[src/hw/rtl/csa_pkg.sv]
package csa_pkg;

	localparam int W       = 32;
	localparam int DEPTH   = 2;
	localparam int LATENCY = W + 2;

	typedef enum logic [1:0] {
		OP_ADD = 2'd0,
		OP_SUB = 2'd1,
		OP_MUL = 2'd2,
		OP_DIV = 2'd3
	} op_t;

	typedef struct packed {
		op_t                 op;
		logic signed [W-1:0] operand_a;
		logic signed [W-1:0] operand_b;
	} request_t;

	typedef struct packed {
		logic signed [W-1:0] value;
		logic                error;
	} result_t;

	// classified request as it waits in the queue
	typedef struct packed {
		op_t          op;
		logic         neg;
		logic         err;
		logic [W-1:0] val;
		logic [W-1:0] mag_a;
		logic [W-1:0] mag_b;
	} entry_t;

	typedef struct packed {
		logic   valid;
		entry_t entry;
	} push_t;

	typedef struct packed {
		logic full;
		logic empty;
	} qstat_t;

	typedef struct packed {
		op_t            op;
		logic           neg;
		logic           err;
		logic [W-1:0]   val;
		logic [W-1:0]   num;
		logic [W-1:0]   den;
		logic [W:0]     rem;
		logic [2*W-1:0] prod;
	} stage_t;

endpackage

[src/hw/rtl/csa_front.sv]
module csa_front (
	input  logic              start,
	input  csa_pkg::request_t request,
	input  csa_pkg::qstat_t   qstat,
	output logic              busy,
	output csa_pkg::push_t    push
);

	logic                  sa;
	logic                  sb;
	logic [csa_pkg::W-1:0] a;
	logic [csa_pkg::W-1:0] b;
	logic [csa_pkg::W-1:0] sum;
	logic [csa_pkg::W-1:0] diff;
	logic                  div_err;

	assign busy = qstat.full;
	assign a    = request.operand_a;
	assign b    = request.operand_b;
	assign sa   = a[csa_pkg::W-1];
	assign sb   = b[csa_pkg::W-1];
	assign sum  = a + b;
	assign diff = a - b;
	assign div_err = (b == '0) ||
		((a == {1'b1, {(csa_pkg::W-1){1'b0}}}) && (b == {csa_pkg::W{1'b1}}));

	always_comb begin
		push.valid       = start && !qstat.full;
		push.entry.op    = request.op;
		push.entry.neg   = sa ^ sb;
		push.entry.mag_a = sa ? (~a + 1'b1) : a;
		push.entry.mag_b = sb ? (~b + 1'b1) : b;
		push.entry.val   = '0;
		push.entry.err   = 1'b0;
		case (request.op)
			csa_pkg::OP_ADD: begin
				push.entry.val = sum;
				push.entry.err = (sa == sb) && (sum[csa_pkg::W-1] != sa);
			end
			csa_pkg::OP_SUB: begin
				push.entry.val = diff;
				push.entry.err = (sa != sb) && (diff[csa_pkg::W-1] != sa);
			end
			csa_pkg::OP_DIV: begin
				push.entry.err = div_err;
			end
			default: begin
				push.entry.err = 1'b0;
			end
		endcase
	end

endmodule

[config.mk]
export PLATFORM = sky130hd
export DESIGN_NAME = csa_front
export DESIGN_NICKNAME = d
export VERILOG_FILES = /design/src/hw/rtl/csa_pkg.sv /design/src/hw/rtl/csa_front.sv
export SDC_FILE = /design/constraint.sdc
export NUM_CORES = 1
export LEC_CHECK = 0
export BUFFER_PORTS_ARGS = -buffer_cell sky130_fd_sc_hd__buf_2
export CELL_PAD_IN_SITES_DETAIL_PLACEMENT = 1
export CELL_PAD_IN_SITES_GLOBAL_PLACEMENT = 1
export CORE_ASPECT_RATIO = 1.2
export CORE_MARGIN = 2
export CORE_UTILIZATION = 40
export DETAILED_ROUTE_END_ITERATION = 6
export PLACE_DENSITY = 0.95
export SLEW_MARGIN = 0
export SYNTH_ARGS = -nofsm -noshare
export SYNTH_HDL_FRONTEND = slang
export SYNTH_SLANG_ARGS = --single-unit
[constraint.sdc]
create_clock -name vclk -period 9.32
set_input_delay 1.398 -clock vclk [all_inputs]
set_output_delay 1.398 -clock vclk [all_outputs]
set_load 0.02 [all_outputs]
==> results.md <==
- Initial DRC count: 338
- Core area: 12500 um2
- Row count: 45
- Worst Max-Slew Pin Slew: between 1 and 1.5 ns
- Setup bufs post-CTS: 0
- Post-Layout Cell Count: 1066
- Final instance area: between 5000 and 6000 um2
- Mapped Avg Cell Area: 6.490 um2
- Ys Warns: 0
- Post-synth top area cell: ha_1
- Distinct cell type count after synthesis: 64
- Detailed-placement wirelength estimate: 17670 um
- Initial core utilization: 0.4055
- CP Launch Type: input pin
- Global-route wire length before repair: 33930 um
- Clkbuf count: 0
- Vias per std cell: about 6
- WHS: a little over 3 ns
- P&R area growth vs syn: 16.44%
- Hold WC Path Type: in -> out
- Hold Buf Count CTS: 0
- Mapped Area: 5069 um2
- I/O pins: 171
- Post-place instance area: 5902 um2
- Unrepaired setup endpoints after global routing: no
- Final period utilization: 0.7475
- Sequential cell area: 0 um2
- Chip height: 127.3 um
- Area contributors post-synth: ha_1, xnor2_1, nor2_1
- Synth top cells by count: nor2_1, xnor2_1, ha_1
- Layout cells sized above 1: 0.2051
- TritonRoute pass-1 iters: 5
- Residual DRC: 0
- Max Slew Vio Count: 0
- Yosys top cell area share: 0.1605
- Placement Setup Slack: approximately 2.6 ns
- Initial antenna violation count: 0
- Antenna cells: 0
- Setup ws final: 2.353 ns
- Tmin final: 6.967 ns
- Most common cell in the synthesized netlist: nor2_1
- Filler cell count: 1755
- Total Wirelength: approximately 22000 um
- Internal power: between 0.15 and 0.2 mW
- Sequential area share after synthesis: 0
- Post-Syn Instances: between 700 and 800
- Syn nets: 917
- Die area: around 14000 um2
- Leak: 2.698 nW
- Final hold viol count: 0
- Vias in the first global route: between 6000 and 7000
- Horiz. Die Dim: 106.8 um
- Net Sw Power: 0.2959 mW
- Max VDD drop: ~0.034 mV
- Total Routing Usage GR: 0.3053
- Max-cap check violation count: 0
- Sequential power share: 0
- # setup viols final: 0
- Combinational share of power: 1.000
- Clk network pwr share: 0
- Max_slew headroom: 0.2600
- Fmax: 143.5 MHz
- Routed Antenna Nets: 0
- Vias: 6536
- Worst Path Required: 7.92 ns
- WL/cell: 20.21 um
- Worst setup EP type: primary output
- Net total in the final layout: 1040
- Largest net degree at the start of global routing: 48
- Setup tns final: 0 ns
- Number of buffer cells added on primary ports: 170
- Sequential cells: 0
- Inst Count DP: roughly 1100
- Power Dens Cells: 76.96 nW/um2
- Worst-path fanout max: 9
- Switching part of the total: 0.6514
- Total grt overflow: 0
- Placer Congestion: slightly below 1
- CP arrival: 5.57 ns
- CP Class: in -> out
- Status: finished, final reports clean
- Post_cts resized: 0
## critical path: stages
cell	delay [ns]
buf_2	0.21
inv_1	0.07
ha_1	0.43
nor3_1	0.25
o21ai_0	0.18
a311oi_1	0.77
o211ai_1	0.20
a2111oi_0	1.00
o2111ai_1	0.25
nand3_1	0.14
o311ai_0	0.21
mux2_2	0.32
buf_2	0.16
## power groups by stage
stage	sequential (mW)	clock (mW)	combinational (mW)
2_1_floorplan	0	0	0.299
3_5_place_dp	0	0	0.447
4_1_cts	0	0	0.449
6_report	0	0	0.454
3_3_place_gp	0	0	0.436
5_1_grt	0	0	0.491
## per-layer routing
layer  GRT usage  wire [um]
met5           0          0
met4     0.08633        787
met3     0.02602       1518
met2      0.5684      10880
met1      0.3710       8352
## area by class of cell
class	instances	area (um2)	share of cell area
inverters	61	229.0	0.03880
multi-input cells	671	4617	0.7823
well taps	164	205.2	0.03477
repair buffers	170	850.8	0.1442
## cell families (layout without fill, tap and decap cells)
logic type / Yosys count / after routing / synth area share
adders and majority gates: 67 / 67 / 0.1684
AOI/OAI and AO/OA: 239 / 239 / 0.3049
xor gates and xnor gates: 87 / 87 / 0.1503
buffers and inverters: 110 / 231 / 0.08911
and+or+nand+nor: 272 / 272 / 0.2747
muxes: 6 / 6 / 0.01259
## metrics by stage
| stage | utilization | power [mW] |
|---|---|---|
| after floorplan | - | 0.2987 |
| after global routing | 0.4722 | 0.4912 |
| after global placement | 0.4722 | 0.4361 |
| after CTS | 0.4722 | 0.4494 |
| after detailed placement | 0.4722 | 0.4472 |
| final | 0.4722 | 0.4542 |
## path summary, 6_finish.rpt
check,startpoint,end,slack (ns),depth (start not counted)
hold / removal,qstat[1],busy,3.03,2
setup / recovery,request[5],push[94],2.35,13
## placed cells by master (no fill, tap or decap), types with 3 or more instances in the layout
cell type | Yosys | layout
nand2_1 | 44 | 44
xor2_1 | 3 | 3
nor4_1 | 13 | 13
buf_2 | 1 | 170
a211oi_1 | 5 | 5
a22oi_1 | 3 | 3
or4_4 | 3 | 3
a21o_1 | 16 | 16
a21oi_1 | 63 | 63
a221oi_1 | 4 | 4
o41ai_1 | 11 | 11
nand3_1 | 17 | 17
o21bai_1 | 13 | 13
o311ai_0 | 5 | 5
nor2_1 | 90 | 90
mux2i_1 | 3 | 3
o2111ai_1 | 4 | 4
ha_1 | 65 | 65
o31ai_1 | 23 | 23
xnor2_1 | 84 | 84
nor3_1 | 19 | 19
a311oi_1 | 3 | 3
or3_1 | 13 | 13
and3_1 | 8 | 8
o211ai_1 | 4 | 4
nand4_1 | 17 | 17
a31oi_1 | 8 | 8
or4_1 | 10 | 10
mux2_2 | 3 | 3
nand3b_1 | 3 | 3
and2_1 | 3 | 3
nor2b_1 | 14 | 14
nand2b_1 | 9 | 9
inv_1 | 60 | 60
o21ai_0 | 58 | 58
No activity file was read; power rests on OpenSTA's default activity.
