## src/hw/rtl/csa_pkg.sv

```systemverilog
package csa_pkg;

	localparam int W       = 32;
	localparam int DEPTH   = 2;
	localparam int LATENCY = W + 2;

	typedef enum logic [1:0] {
		OP_ADD = 2'd0,
		OP_SUB = 2'd1,
		OP_MUL = 2'd2,
		OP_DIV = 2'd3
	} op_t;

	typedef struct packed {
		op_t                 op;
		logic signed [W-1:0] operand_a;
		logic signed [W-1:0] operand_b;
	} request_t;

	typedef struct packed {
		logic signed [W-1:0] value;
		logic                error;
	} result_t;

	// classified request as it waits in the queue
	typedef struct packed {
		op_t          op;
		logic         neg;
		logic         err;
		logic [W-1:0] val;
		logic [W-1:0] mag_a;
		logic [W-1:0] mag_b;
	} entry_t;

	typedef struct packed {
		logic   valid;
		entry_t entry;
	} push_t;

	typedef struct packed {
		logic full;
		logic empty;
	} qstat_t;

	typedef struct packed {
		op_t            op;
		logic           neg;
		logic           err;
		logic [W-1:0]   val;
		logic [W-1:0]   num;
		logic [W-1:0]   den;
		logic [W:0]     rem;
		logic [2*W-1:0] prod;
	} stage_t;

endpackage

```

## src/hw/rtl/csa_queue.sv

```systemverilog
module csa_queue (
	input  logic             clk,
	input  logic             arst_n,
	input  csa_pkg::push_t   push,
	input  logic             pop,
	output csa_pkg::entry_t  head,
	output csa_pkg::qstat_t  qstat
);

	csa_pkg::entry_t mem_q [csa_pkg::DEPTH];
	logic            wr_ptr_q;
	logic            rd_ptr_q;
	logic [1:0]      count_q;
	logic            do_pop;

	assign qstat.full  = (count_q == 2'(csa_pkg::DEPTH));
	assign qstat.empty = (count_q == 2'd0);
	assign do_pop      = pop && !qstat.empty;
	assign head        = mem_q[rd_ptr_q];

	always_ff @(posedge clk) begin
		if (push.valid) begin
			mem_q[wr_ptr_q] <= push.entry;
		end
	end

	always_ff @(posedge clk or negedge arst_n) begin
		if (!arst_n) begin
			wr_ptr_q <= 1'b0;
			rd_ptr_q <= 1'b0;
			count_q  <= 2'd0;
		end else begin
			if (push.valid) begin
				wr_ptr_q <= !wr_ptr_q;
			end
			if (do_pop) begin
				rd_ptr_q <= !rd_ptr_q;
			end
			count_q <= count_q + 2'(push.valid) - 2'(do_pop);
		end
	end

endmodule

```

## config.mk

```make
export PLATFORM = sky130hd
export DESIGN_NAME = csa_queue
export DESIGN_NICKNAME = d
export VERILOG_FILES = /design/src/hw/rtl/csa_pkg.sv /design/src/hw/rtl/csa_queue.sv
export SDC_FILE = /design/constraint.sdc
export NUM_CORES = 1
export LEC_CHECK = 0
export BUFFER_PORTS_ARGS = -buffer_cell sky130_fd_sc_hd__buf_2
export CAP_MARGIN = 20
export CORE_AREA = 2 2 144 146
export DETAILED_ROUTE_END_ITERATION = 16
export DIE_AREA = 0 0 146 148
export PLACE_DENSITY = 0.67
export SLEW_MARGIN = 25
export SYNTH_ARGS = -nofsm -noshare
export SYNTH_HDL_FRONTEND = slang
export SYNTH_SLANG_ARGS = --single-unit
```

## constraint.sdc

```tcl
create_clock -name clk -period 5.7 [get_ports clk]
set_input_delay 0.855 -clock clk [delete_from_list [all_inputs] [get_ports clk]]
set_output_delay 0.855 -clock clk [all_outputs]
set_load 0.005 [all_outputs]
```

==> results.md <==
* Outcome: finished, final reports clean
* Flops & latches, synth at about 200
* Cell-internal power at 0.00353 W
* Horiz. Die Dim at between 100 and 150 um
* Most frequent cell after synthesis: edfxtp_1
* Share of the clock period used by the worst path after layout at 59.2%
* Dpl hpwl at 9.07 mm
* Unrepaired setup endpoints after global routing: no
* Number of placed cells counting well taps at 797
* Synthesized Nets at around 430
* Time the final worst path needs with I/O delays and setup at 3.37 ns
* Post-Syn Area at a little under 8000 um^2
* Average detailed-routed wire length per instance at 16.3 um
* Capturing element type of the critical path: output pin
* Proportion of layout cells with a drive suffix above 1 at 60.0%
* Net Switching at 0.00123 W
* Clock tree from TritonCTS: yes
* Die boundary height at 148 um
* Post-Synth Adder-Cell Area at 0.318%
* Maximum level of the CTS H-tree at 1
* IO Count at 206
* Compound-Gate Fraction of Synth Area at 0.0955%
* Slew of the pin with the lowest slew margin at 0.901 ns
* XOR/XNOR Fraction of Synth Area at 0.446%
* Power density over the cells at 488 nW/um^2
* Setup Buffers After CTS at 0
* Die Outline Area at 21600 um^2
* Post-layout worst setup margin at 2.33 ns
* Fraction of the mapped netlist area in simple logic gates at 0.286%
* Total iterations of the first detailed-routing run at 4
* Root buf cell: clkbuf_16
* Vias in the first global route at 4042
* Lkg Pwr at 3.91 nW
* Drt via density at 4.52
* Maximum single-stage delay on the critical path at 0.79 ns
* Max stage delay cell, worst path: dfrtp_4
* Number of hold-slack violations in the final timing report at 0
* CTS Buf Count at 22
* Number of flops mapped to enable cells by yosys at 200
* Maximum buffer depth of the clock tree at 3
* Area share of the largest cell type after synthesis at 76.4%
* Antenna violations before repair at 2
* Cells along the critical path: buf_4 > mux2_2 > buf_2
* Synth cell count leaders: 200 x edfxtp_1, 90 x mux2_4, 10 x mux2_2
* Source of the critical timing path: rd_ptr_q
* Hold Crit Class: in2async
* Classification of the worst setup path: reg2out
* Reg clk slew, reported paths at 0.06 ns
* Total negative slack at 0 ns
* Largest net degree at the start of global routing at 64
* Sequential-to-total area share from yosys stat at between 70% and 80%
* Fin Clk Skew at 0.0117 ns
* Reg2reg setup slack at between 3 and 4 ns
* CTS-repair resized insts at 0
* Final wirelength at 13.7 mm
* Count of maximum capacitance violations at 0
* Maximum fanout count along the critical path at 40
* Ys flop type: edfxtp_1
* Placement Setup Slack at 2.76 ns
* Area growth, synth to finish at 24.1%
* Combinational group share of total power at 27.9%
* Antenna Nets Post-Route at 0
* Total DRC errors in the routed layout at 0
* Largest voltage drop on the vdd net at roughly 310 uV
* Dominant combinational cell family by area after synthesis: multiplexers
* Slew Limit Fails at 0
* Synth async-reset ratio at under 10%
* Final setup fails at 0
* Critical path required time at 4.85 ns
* Clock latency of the later-clocked register in the worst-skew pair at 0.49 ns
* FP Rows at 52
* Count of unique library cells instantiated by Yosys at 15
* Aggregate global routing overflow at 0
* Number of filler cells placed in the layout at 1703
* Synth Instances at 328
* Clk pwr share at 27.5%
* Ranking of synthesized cells by area: edfxtp_1 76%, mux2_4 17%, buf_12 2.3%
* Count of buffers from port buffering at roughly 200
* Worst slew margin at 39.9%
* Number of warning messages in the yosys log at 0
* Mean instance size in the synthesized netlist at between 20 and 25 um^2
* Core ar. at 20000 um^2
* Nets@finish at 657
* Storage cell area at 6110 um^2
* Gr usage total at about an eighth
* Library cell occupying the most area in the post-synthesis netlist: edfxtp_1
* Number of vias in the routed layout at 3777
* Mux contribution to synthesized area at 18.6%
* Sequential Power Share at 44.6%
* Area of the multi-input gates at 1560 um^2
* FF-to-FF Start: wr_ptr_q
* # clock sinks at 204
* Final instance count without filler cells at ~840
* Worst Setup Start Kind: register
* Initial detailed-routing violation count at 151
* Sw frac at 25.9%
* WP data arrival at 2.52 ns
* Effective utilization at floorplan at between 30% and 40%
* R2R depth at 2
* First-pass GRT wire length at around 21 mm
* Post-layout total power at about 0.0048 W
* Final RePlAce weighted congestion at just over 0.7
* Hold buffers post-CTS at 0
* Highest clock rate at 296 MHz
power by group through the flow:
| stage | Clock, W | Combinational (W) | Sequential [W] |
|---|---|---|---|
| finish | 0.00131 | 0.00133 | 0.00213 |
| global route | 0.00140 | 0.00144 | 0.00216 |
| global placement | 0 | 0.00134 | 0.00215 |
| floorplan | 0 | 0.00104 | 0.00210 |
| CTS | 0.00134 | 0.00136 | 0.00213 |
| detailed placement | 0 | 0.00136 | 0.00216 |
flip-flops by register name, indices dropped and copies added (netlist names):
register / count
mem_q: 200
rd_ptr_q: 1
count_q: 2
wr_ptr_q: 1
routing by layer:
metal	GRT usage (%)	part of all wire [%]	wire length, um	vias up
met1	14.3	41	5540	1845
li1	-	-	-	1751
met4	3.69	2.8	376	2
met5	0	0.12	16	-
met3	4.48	8.1	1110	32
met2	21.1	48	6620	147
worst paths after layout:
check / to
min reg2reg: wr_ptr_q
min: count_q[1]
max: head[90]
max in group asynchronous: rd_ptr_q
max reg2reg: mem_q[1][72]
min in group clk: mem_q[1][14]
layout make-up:
type | instances | area share, %
clock inverters | 7 | 0.680
diodes | 1 | 0.0256
well taps | 270 | 3.46
repair buffers | 210 | 10.9
flip-flops and latches | 204 | 62.6
multi-input cells | 111 | 16.0
inverters | 2 | 0.0769
clock buffers | 31 | 6.21
cells by family after synthesis:
family                     after synthesis
buffers and inverters                   13
xor gates and xnor gates                 4
muxes                                  100
AOI/OAI and AO/OA                        1
and+or+nand+nor                          4
DFF                                    204
adders and majority gates                2
cell usage in the layout (no fill, tap or decap), drive strengths merged, types with 2 or more instances in the layout:
master and n:
clkinv 6, xnor2 2, nor2b 2, mux2 100
xor2 2, clkbuf 31, edfxtp 200, inv 2
dfrtp 4, ha 2, buf 210
worst max-delay path: cells and delay by family (launching register included):
family	cells	cell delay, ns
DFF	1	0.79
muxes	1	0.41
buffers and inverters	2	0.81
metrics by stage:
| step | hold WS [ns] | cell area (um^2) | util, % |
|---|---|---|---|
| 2_1_floorplan | 0.473 | 7870 | - |
| 3_3_place_gp | 0.530 | 9080 | 45.3 |
| 3_5_place_dp | 0.551 | 9080 | 45.3 |
| 4_1_cts | 0.153 | 9750 | 48.7 |
| 5_1_grt | 0.156 | 9750 | 48.7 |
| 6_report | 0.172 | 9760 | 48.7 |
No activity file was read; power rests on OpenSTA's default activity.
